**src/design/jkf_pkg.sv**
```systemverilog
`default_nettype none

package jkf_pkg;

    // Field widths fixed by the interface
    localparam int BYTE_W       = 8;
    localparam int KEY_W        = 64;
    localparam int KEY_LEN_W    = 4;
    localparam int KEY_OFFSET_W = 32;
    localparam int CFG_INDEX_W  = 2;

    typedef logic [BYTE_W-1:0]      byte_t;
    typedef logic [KEY_LEN_W-1:0]   key_len_t;
    typedef logic [CFG_INDEX_W-1:0] cfg_index_t;

    // Configuration register indexes
    localparam cfg_index_t CFG_KEY_BYTES  = 2'd0;
    localparam cfg_index_t CFG_KEY_LENGTH = 2'd1;

    // Characters of interest
    localparam byte_t CH_LBRACE    = 8'h7B;
    localparam byte_t CH_RBRACE    = 8'h7D;
    localparam byte_t CH_LBRACKET  = 8'h5B;
    localparam byte_t CH_RBRACKET  = 8'h5D;
    localparam byte_t CH_COLON     = 8'h3A;
    localparam byte_t CH_COMMA     = 8'h2C;
    localparam byte_t CH_QUOTE     = 8'h22;
    localparam byte_t CH_BACKSLASH = 8'h5C;
    localparam byte_t CH_SPACE     = 8'h20;
    localparam byte_t CH_TAB       = 8'h09;
    localparam byte_t CH_LF        = 8'h0A;
    localparam byte_t CH_CR        = 8'h0D;

    // Whitespace between tokens
    function automatic logic is_blank(input byte_t b);
        return (b == CH_SPACE) || (b == CH_TAB) || (b == CH_LF) || (b == CH_CR);
    endfunction

    // Bytes that end a scalar value
    function automatic logic is_stop(input byte_t b);
        return (b == CH_COMMA) || (b == CH_RBRACE) || (b == CH_RBRACKET)
            || (b == CH_COLON);
    endfunction

endpackage

`default_nettype wire

```
**src/design/json_key_finder_top.sv**
```systemverilog
`default_nettype none

// JSON key finder. Streams a JSON document in one byte per word on the slave
// side and searches it for the key held in the configuration registers (key
// characters in cfg index 0, first character lowest; key length in index 1).
// Each quoted string is compared raw against the key; a string of the key's
// length with equal bytes, followed by a colon after optional blanks, is a
// match, and one result word gives found=1 with the offset of its opening
// quote. Values of other keys are skipped. If the document ends (tlast) with
// no match, one result word with found=0 and offset 0 comes out at the last
// byte. The block then rearms for the next document. One byte is taken every
// clock: each byte passes through an input register, the combinational scan
// logic and an output register, which holds the result word; the only stall
// is back pressure on the master side.
// Write the configuration only while no document is in flight.
module json_key_finder_top #(
    parameter int KEY_BYTES   = 8,
    parameter int OFFSET_BITS = 32,
    parameter int DEPTH_BITS  = 16
) (
    input  wire                         clk,
    input  wire                         rst_n,
    // Document bytes
    input  wire                         s_tvalid,
    output logic                        s_tready,
    input  wire  [7:0]                  s_tdata,   // [7:0] data_byte
    input  wire                         s_tlast,   // last_byte
    // Search results
    output logic                        m_tvalid,
    input  wire                         m_tready,
    output logic [31:0]                 m_tdata,   // [31:0] key_offset
    output logic                        m_tuser,   // found
    // Configuration writes
    input  wire                         cfg_valid,
    output logic                        cfg_ready,
    input  wire  jkf_pkg::cfg_index_t   cfg_index,
    input  wire  [jkf_pkg::KEY_W-1:0]   cfg_data
);
    import jkf_pkg::*;

    typedef enum logic [3:0] {
        M_SEARCH,
        M_KEY,
        M_KEY_ESC,
        M_AFTER_KEY,
        M_PRE_VALUE,
        M_VSTR,
        M_VSTR_ESC,
        M_OBJ,
        M_OBJ_STR,
        M_OBJ_ESC,
        M_ARR,
        M_ARR_STR,
        M_ARR_ESC,
        M_SCALAR
    } mode_t;

    typedef logic [OFFSET_BITS-1:0] offset_t;
    typedef logic [DEPTH_BITS-1:0]  depth_t;

    // Configuration
    logic [KEY_W-1:0] key_bytes_reg;
    key_len_t         key_length_reg;

    // Input stage
    logic  in_valid_reg;
    byte_t in_byte_reg;
    logic  in_last_reg;

    // Scan state
    mode_t    mode_reg,         mode_next;
    offset_t  byte_count_reg,   byte_count_next;
    offset_t  quote_offset_reg, quote_offset_next;
    key_len_t match_index_reg,  match_index_next;
    logic     match_good_reg,   match_good_next;
    depth_t   skip_depth_reg,   skip_depth_next;
    logic     reported_reg,     reported_next;

    // Output stage
    logic                    out_valid_reg;
    logic                    out_found_reg;
    logic [KEY_OFFSET_W-1:0] out_offset_reg;

    logic  proceed;
    logic  match;
    logic  out_load;
    logic  feed_good;
    logic  key_full;
    byte_t key_sel;
    byte_t b;

    assign cfg_ready = 1'b1;
    assign proceed   = in_valid_reg && (!out_valid_reg || m_tready);
    assign s_tready  = !in_valid_reg || proceed;
    assign m_tvalid  = out_valid_reg;
    assign m_tuser   = out_found_reg;
    assign m_tdata   = out_offset_reg;

    // Compare the current byte against the next expected key character
    assign b         = in_byte_reg;
    assign key_sel   = byte_t'(key_bytes_reg >> {match_index_reg[2:0], 3'b000});
    assign feed_good = (match_index_reg < key_length_reg)
                    && (match_index_reg < KEY_LEN_W'(KEY_BYTES))
                    && (key_sel == b);
    assign key_full  = (match_index_reg == '1);

    // Scan one byte
    always_comb
    begin
        mode_next         = mode_reg;
        byte_count_next   = byte_count_reg;
        quote_offset_next = quote_offset_reg;
        match_index_next  = match_index_reg;
        match_good_next   = match_good_reg;
        skip_depth_next   = skip_depth_reg;
        reported_next     = reported_reg;
        match             = 1'b0;

        if (proceed && !reported_reg)
        begin
            unique case (mode_reg)
                M_SEARCH, M_AFTER_KEY:
                begin
                    if (mode_reg == M_AFTER_KEY && is_blank(b))
                    begin
                        mode_next = M_AFTER_KEY;
                    end
                    else if (mode_reg == M_AFTER_KEY && b == CH_COLON)
                    begin
                        if (match_good_reg)
                            match = 1'b1;
                        else
                            mode_next = M_PRE_VALUE;
                    end
                    else if (b == CH_QUOTE)
                    begin
                        quote_offset_next = byte_count_reg;
                        match_index_next  = '0;
                        match_good_next   = 1'b1;
                        mode_next         = M_KEY;
                    end
                    else
                    begin
                        mode_next = M_SEARCH;
                    end
                end
                M_KEY, M_KEY_ESC:
                begin
                    if (mode_reg == M_KEY && b == CH_QUOTE)
                    begin
                        match_good_next = match_good_reg
                                       && (match_index_reg == key_length_reg);
                        mode_next = M_AFTER_KEY;
                    end
                    else
                    begin
                        match_good_next = match_good_reg && feed_good;
                        if (!key_full)
                            match_index_next = match_index_reg + 1'b1;
                        if (mode_reg == M_KEY && b == CH_BACKSLASH)
                            mode_next = M_KEY_ESC;
                        else
                            mode_next = M_KEY;
                    end
                end
                M_PRE_VALUE:
                begin
                    if (is_blank(b))
                        mode_next = M_PRE_VALUE;
                    else if (b == CH_LBRACE)
                    begin
                        skip_depth_next = depth_t'(1);
                        mode_next       = M_OBJ;
                    end
                    else if (b == CH_LBRACKET)
                    begin
                        skip_depth_next = depth_t'(1);
                        mode_next       = M_ARR;
                    end
                    else if (b == CH_QUOTE)
                        mode_next = M_VSTR;
                    else if (is_stop(b))
                        mode_next = M_SEARCH;
                    else
                        mode_next = M_SCALAR;
                end
                M_VSTR:
                begin
                    if (b == CH_BACKSLASH)
                        mode_next = M_VSTR_ESC;
                    else if (b == CH_QUOTE)
                        mode_next = M_SEARCH;
                end
                M_VSTR_ESC:
                    mode_next = M_VSTR;
                M_OBJ, M_ARR:
                begin
                    // Count only this value's own bracket pair
                    if (b == ((mode_reg == M_OBJ) ? CH_LBRACE : CH_LBRACKET))
                    begin
                        if (skip_depth_reg != '1)
                            skip_depth_next = skip_depth_reg + 1'b1;
                    end
                    else if (b == ((mode_reg == M_OBJ) ? CH_RBRACE : CH_RBRACKET))
                    begin
                        if (skip_depth_reg != '0)
                            skip_depth_next = skip_depth_reg - 1'b1;
                        if (skip_depth_reg <= depth_t'(1))
                            mode_next = M_SEARCH;
                    end
                    else if (b == CH_QUOTE)
                        mode_next = (mode_reg == M_OBJ) ? M_OBJ_STR : M_ARR_STR;
                end
                M_OBJ_STR:
                begin
                    if (b == CH_BACKSLASH)
                        mode_next = M_OBJ_ESC;
                    else if (b == CH_QUOTE)
                        mode_next = M_OBJ;
                end
                M_OBJ_ESC:
                    mode_next = M_OBJ_STR;
                M_ARR_STR:
                begin
                    if (b == CH_BACKSLASH)
                        mode_next = M_ARR_ESC;
                    else if (b == CH_QUOTE)
                        mode_next = M_ARR;
                end
                M_ARR_ESC:
                    mode_next = M_ARR_STR;
                M_SCALAR:
                begin
                    if (is_stop(b))
                        mode_next = M_SEARCH;
                end
                default:
                    mode_next = M_SEARCH;
            endcase
        end

        if (match)
            reported_next = 1'b1;

        // End of document: rearm, else advance the saturating offset
        if (proceed)
        begin
            if (in_last_reg)
            begin
                mode_next         = M_SEARCH;
                byte_count_next   = '0;
                quote_offset_next = '0;
                match_index_next  = '0;
                match_good_next   = 1'b1;
                skip_depth_next   = '0;
                reported_next     = 1'b0;
            end
            else if (byte_count_reg != '1)
            begin
                byte_count_next = byte_count_reg + 1'b1;
            end
        end
    end

    assign out_load = proceed && (match || (in_last_reg && !reported_reg));

    // Control registers and scan state
    always_ff @(posedge clk or negedge rst_n)
    begin
        if (!rst_n)
        begin
            key_bytes_reg    <= '0;
            key_length_reg   <= '0;
            in_valid_reg     <= 1'b0;
            out_valid_reg    <= 1'b0;
            mode_reg         <= M_SEARCH;
            byte_count_reg   <= '0;
            quote_offset_reg <= '0;
            match_index_reg  <= '0;
            match_good_reg   <= 1'b1;
            skip_depth_reg   <= '0;
            reported_reg     <= 1'b0;
        end
        else
        begin
            if (cfg_valid && cfg_ready)
            begin
                case (cfg_index)
                    CFG_KEY_BYTES:  key_bytes_reg  <= cfg_data;
                    CFG_KEY_LENGTH: key_length_reg <= cfg_data[KEY_LEN_W-1:0];
                    default: ;
                endcase
            end

            if (s_tready)
                in_valid_reg <= s_tvalid;

            if (out_load)
                out_valid_reg <= 1'b1;
            else if (m_tready)
                out_valid_reg <= 1'b0;

            mode_reg         <= mode_next;
            byte_count_reg   <= byte_count_next;
            quote_offset_reg <= quote_offset_next;
            match_index_reg  <= match_index_next;
            match_good_reg   <= match_good_next;
            skip_depth_reg   <= skip_depth_next;
            reported_reg     <= reported_next;
        end
    end

    // Payload registers
    always_ff @(posedge clk)
    begin
        if (s_tvalid && s_tready)
        begin
            in_byte_reg <= s_tdata;
            in_last_reg <= s_tlast;
        end
        if (out_load)
        begin
            out_found_reg  <= match;
            out_offset_reg <= match ? KEY_OFFSET_W'(quote_offset_reg) : '0;
        end
    end

    // Outside a skipped value no bracket count is left over
    assert property (@(posedge clk) disable iff (!rst_n)
        (mode_reg == M_SEARCH) |-> (skip_depth_reg == '0))
    else $error("skip depth nonzero while searching");

    // The last byte rearms the scan
    assert property (@(posedge clk) disable iff (!rst_n)
        (proceed && in_last_reg) |=> (byte_count_reg == '0 && !reported_reg
                                      && mode_reg == M_SEARCH))
    else $error("scan not rearmed after last byte");

    // A match mid-document marks the document as reported
    assert property (@(posedge clk) disable iff (!rst_n)
        (proceed && match && !in_last_reg) |=> reported_reg)
    else $error("match not recorded");

    // A not-found result carries a zero offset
    assert property (@(posedge clk) disable iff (!rst_n)
        (out_valid_reg && !out_found_reg) |-> (out_offset_reg == '0))
    else $error("not-found result with nonzero offset");

endmodule

`default_nettype wire
```
**config.mk**
```make
export PLATFORM = sky130hd
export DESIGN_NAME = json_key_finder_top
export DESIGN_NICKNAME = d
export VERILOG_FILES = /design/src/design/jkf_pkg.sv /design/src/design/json_key_finder_top.sv
export SDC_FILE = /design/constraint.sdc
export NUM_CORES = 1
export LEC_CHECK = 0
export ABC_AREA = 1
export BUFFER_PORTS_ARGS = -buffer_cell sky130_fd_sc_hd__buf_4
export CAP_MARGIN = 25
export CELL_PAD_IN_SITES_DETAIL_PLACEMENT = 1
export CELL_PAD_IN_SITES_GLOBAL_PLACEMENT = 1
export CORE_MARGIN = 10
export CORE_UTILIZATION = 44
export DETAILED_ROUTE_END_ITERATION = 16
export PLACE_DENSITY = 0.79
export SLEW_MARGIN = 20
export SYNTH_ARGS = -nofsm -noshare
export SYNTH_HDL_FRONTEND = slang
export SYNTH_SLANG_ARGS = --single-unit
```
**constraint.sdc**
```tcl
create_clock -name clk -period 2.89 [get_ports clk]
set_input_delay 0.4335 -clock clk [delete_from_list [all_inputs] [get_ports clk]]
set_output_delay 0.4335 -clock clk [all_outputs]
set_load 0.02 [all_outputs]
```
==> summary.txt <==
GRT
  • Largest net degree at the start of global routing: 65
  • First-pass GRT wire length: around 58000 µm
  • Total GRT Usage: 0.212
  • Congestion Overflow GR: 0
  • Initial antenna violation count: 0
  • Vias in the first global route: about 11000

Synthesis
  • Netlist cell types: 60
  • Number of flops mapped to enable cells by yosys: 42
  • Synthesized net count: about 1500
  • Yosys synthesis warning count: 0
  • Synthesized area: roughly 0.011 mm²
  • FF+latch count, synth: just over 200
  • Mapped Avg Cell Area: between 8 and 9 µm²
  • Mapped Cells: 1400
  • Synth Flop Type: dfrtp_1
  • Sequential cell area fraction in the yosys report: 0.459
  • Fraction of registers with async set/reset: 0.792

Detailed routing
  • Vias per inst: roughly 5.4
  • Met3 routed WL: around 1200 µm
  • Wl on met1: 16000 µm
  • Via count: between 10000 and 15000
  • DRC viols: 0
  • Detailed Routing Iterations Pass 1: 4
  • DR WL met2: 17700 µm
  • DRT antenna net count: 0
  • Final wirelength: 35400 µm
  • Initial drt markers: around 540
  • Drt wl/cell: between 15 and 20 µm
  • DR top layer: met4

Power
  • PD cells: approximately 550 mW/mm²
  • Maximum VDD drop: 0.455 mV
  • Leak: roughly 6.1 nW

STA
  • Slew headroom: 0.519
  • Final setup TNS: 0 ns
  • Post-layout min period: between 2 and 2.5 ns
  • Hold Fails Final Rpt: 0
  • Worst slew pin tran: 0.715 ns
  • Max frequency: 425 MHz
  • RSZ-0062 raised after global routing: false
  • Tcrit/Tclk final: 0.814
  • Slew Limit Fails: 0
  • Worst Skew: 0.0189 ns
  • Final Setup Violations: 0

Job
  • MaxCap Viol Count: 0

Setup path
  • CP endpoint kind: register
  • Worst EP required: 3.27 ns
  • Crit Path Class: register to register
  • Critical Path AT: 2.73 ns
  • FF-to-FF setup slack: ~0.54 ns
  • CP Launch Type: register
  • Critical Path Fanout Max: 11

Clock tree
  • Post-cts hold buffer count: 1
  • Clock sinks: about 200
  • CTS buffer count: 23
  • Max Root-Sink Buffers: 3
  • CTS-repair resized insts: 0
  • Post-CTS setup buffer count: 0
  • Reg clk slew, reported paths: 0.06 ns
  • Clock root buffer: clkbuf_16
  • TritonCTS clock tree: done
  • CTS H-Tree Depth: 1
  • Worst-Skew Late Latency: about 0.54 ns

Floorplanning
  • Num ports: 116
  • Total Die Area: roughly 0.033 mm²
  • Initial Util: 0.444
  • Die Span Y: ~180 µm
  • FP Rows: 59
  • Core Area: between 0.02 and 0.03 mm²
  • Die X: 182 µm

Outcome
  • Status: finished, final reports clean

Placement
  • Port bufs: about 110
  • Half-perimeter wire length after placement: between 20000 and 30000 µm
  • Gpl congestion: between 0.9 and 1
  • Post-Place Cell Area: approximately 0.013 mm²

Cells and area
  • Antenna cells: 0
  • Area Growth Syn to Fin: 16.8%
  • Final nets: 1589
  • Fraction of layout cells with a size suffix above 1: 0.187
  • Number of flip-flops in the largest register: 64
  • Design area: between 0.01 and 0.015 mm²

Hold path
  • HP Class: input pin to register
cells in the mapped netlist, types with 3 or more instances:
cell	n	area share
nand3b_1	3	0.0020
buf_6	8	0.0078
nor3_1	28	0.012
o21ai_0	105	0.046
clkbuf_1	20	0.0065
a21oi_2	4	0.0031
nor4_1	5	0.0027
or2_2	3	0.0016
inv_1	133	0.043
nor2_1	192	0.063
nand4_1	27	0.015
o31ai_1	16	0.010
nand2_2	5	0.0027
nand2_4	4	0.0039
inv_2	8	0.0026
clkbuf_2	4	0.0017
clkbuf_8	4	0.0048
xor2_1	28	0.021
xnor2_1	4	0.0031
nand3_1	92	0.040
clkinv_1	3	0.00098
buf_4	7	0.0046
buf_2	17	0.0074
a21oi_1	85	0.037
nand2_1	262	0.086
nor3_2	4	0.0035
ha_1	10	0.011
mux2_2	56	0.055
edfxtp_1	42	0.11
nor2_4	7	0.0069
dfrtp_1	159	0.35
o21ai_1	15	0.0065
nor2_2	6	0.0033
nand3_2	4	0.0035
per-layer routing:
metal	vias up	track usage
met5	-	0
met4	0	0.0446
met3	47	0.0284
met2	145	0.366
met1	5028	0.278
li1	4818	-
through the flow:
stage / utilization / setup WS (ns) / power (W) / cells / hold WS (ns)
after global placement: 0.487 / 0.670 / 0.00418 / 1808 / 0.454
after CTS: 0.519 / 0.551 / 0.00743 / 1851 / 0.0510
after detailed placement: 0.487 / 0.600 / 0.00424 / 1808 / 0.457
final: 0.519 / 0.539 / 0.00735 / 1851 / 0.0708
after global routing: 0.519 / 0.322 / 0.00766 / 1851 / 0.0598
after floorplan: - / 0.425 / 0.00384 / 1400 / 0.138
area by class of cell:
cell class,count,area [µm²]
inverter,146,552
multi-input combinational,990,5280
tap,335,419
clock buffer,31,646
fill,3172,12400
clock inverter,11,166
sequential,202,5270
timing repair buffer,136,1080
power breakdown:
part           total, W  internal, W  switching (W)
sequential      0.00329      0.00315       0.000137
clock           0.00317      0.00193        0.00124
combinational  0.000894     0.000376       0.000518
total           0.00735      0.00546        0.00189
worst max-delay path: stages (launching register included):
cell and delay, ns:
edfxtp_1 0.41, inv_1 0.11, nand2_1 0.08, inv_1 0.07
nand3_1 0.11, nor2_1 0.25, nand3_2 0.33, nor2_2 0.34
buf_4 0.22, a21oi_2 0.06, nand2_1 0.07, nand2_1 0.05
nand2_1 0.05, a21oi_1 0.06
logic make-up (layout without fill, tap and decap cells):
family                     after synthesis  count (layout)  share of synthesized area
and+or+nand+nor                        653             653                      0.256
AOI/OAI and AO/OA                      238             238                      0.113
buffers and inverters                  208             324                     0.0817
DFF                                    202             202                      0.459
muxes                                   56              56                     0.0549
xor gates and xnor gates                32              32                     0.0244
adders and majority gates               10              10                     0.0109
other                                    1               1                   0.000327
cell usage in the layout, fill, tap and decap left out, types with 3 or more instances in the layout:
| cell type | count |
|---|---|
| clkinv_2 | 4 |
| xor2_1 | 28 |
| nand3_1 | 92 |
| inv_1 | 133 |
| a21oi_1 | 85 |
| xnor2_1 | 4 |
| buf_12 | 4 |
| bufinv_16 | 4 |
| nor2_1 | 192 |
| nand2_2 | 6 |
| nor4_1 | 5 |
| nand2_1 | 261 |
| nand2_4 | 4 |
| nand4_1 | 27 |
| inv_2 | 8 |
| o31ai_1 | 16 |
| nor2_2 | 6 |
| clkbuf_1 | 4 |
| nand3_2 | 4 |
| mux2_2 | 56 |
| o21ai_0 | 105 |
| o21ai_1 | 15 |
| edfxtp_1 | 42 |
| ha_1 | 10 |
| nor3_2 | 4 |
| nor2_4 | 7 |
| dfrtp_1 | 159 |
| a21oi_2 | 4 |
| clkbuf_16 | 23 |
| nor3_1 | 28 |
| clkinv_1 | 6 |
| clkbuf_8 | 4 |
| buf_4 | 130 |
| nand3b_1 | 3 |
| or2_2 | 3 |
path summary, 6_finish.rpt:
kind | startpoint | to | cells past startpoint
worst max-delay path | b[2]$_DFFE_PP_ | skip_depth_reg[15]$_DFF_PN0_ | 13
max in group asynchronous | rst_n | match_good_reg$_DFF_PN1_ | 3
worst min-delay path | s_tlast | in_last_reg$_DFFE_PP_ | 1
min in group asynchronous | rst_n | key_bytes_reg[14]$_DFFE_PN0P_ | 2
worst min register to register | key_length_reg[2]$_DFFE_PN0P_ | key_length_reg[2]$_DFFE_PN0P_ | 2
worst max register to register | b[2]$_DFFE_PP_ | skip_depth_reg[15]$_DFF_PN0_ | 13
Power figures use the tool's default switching activity.
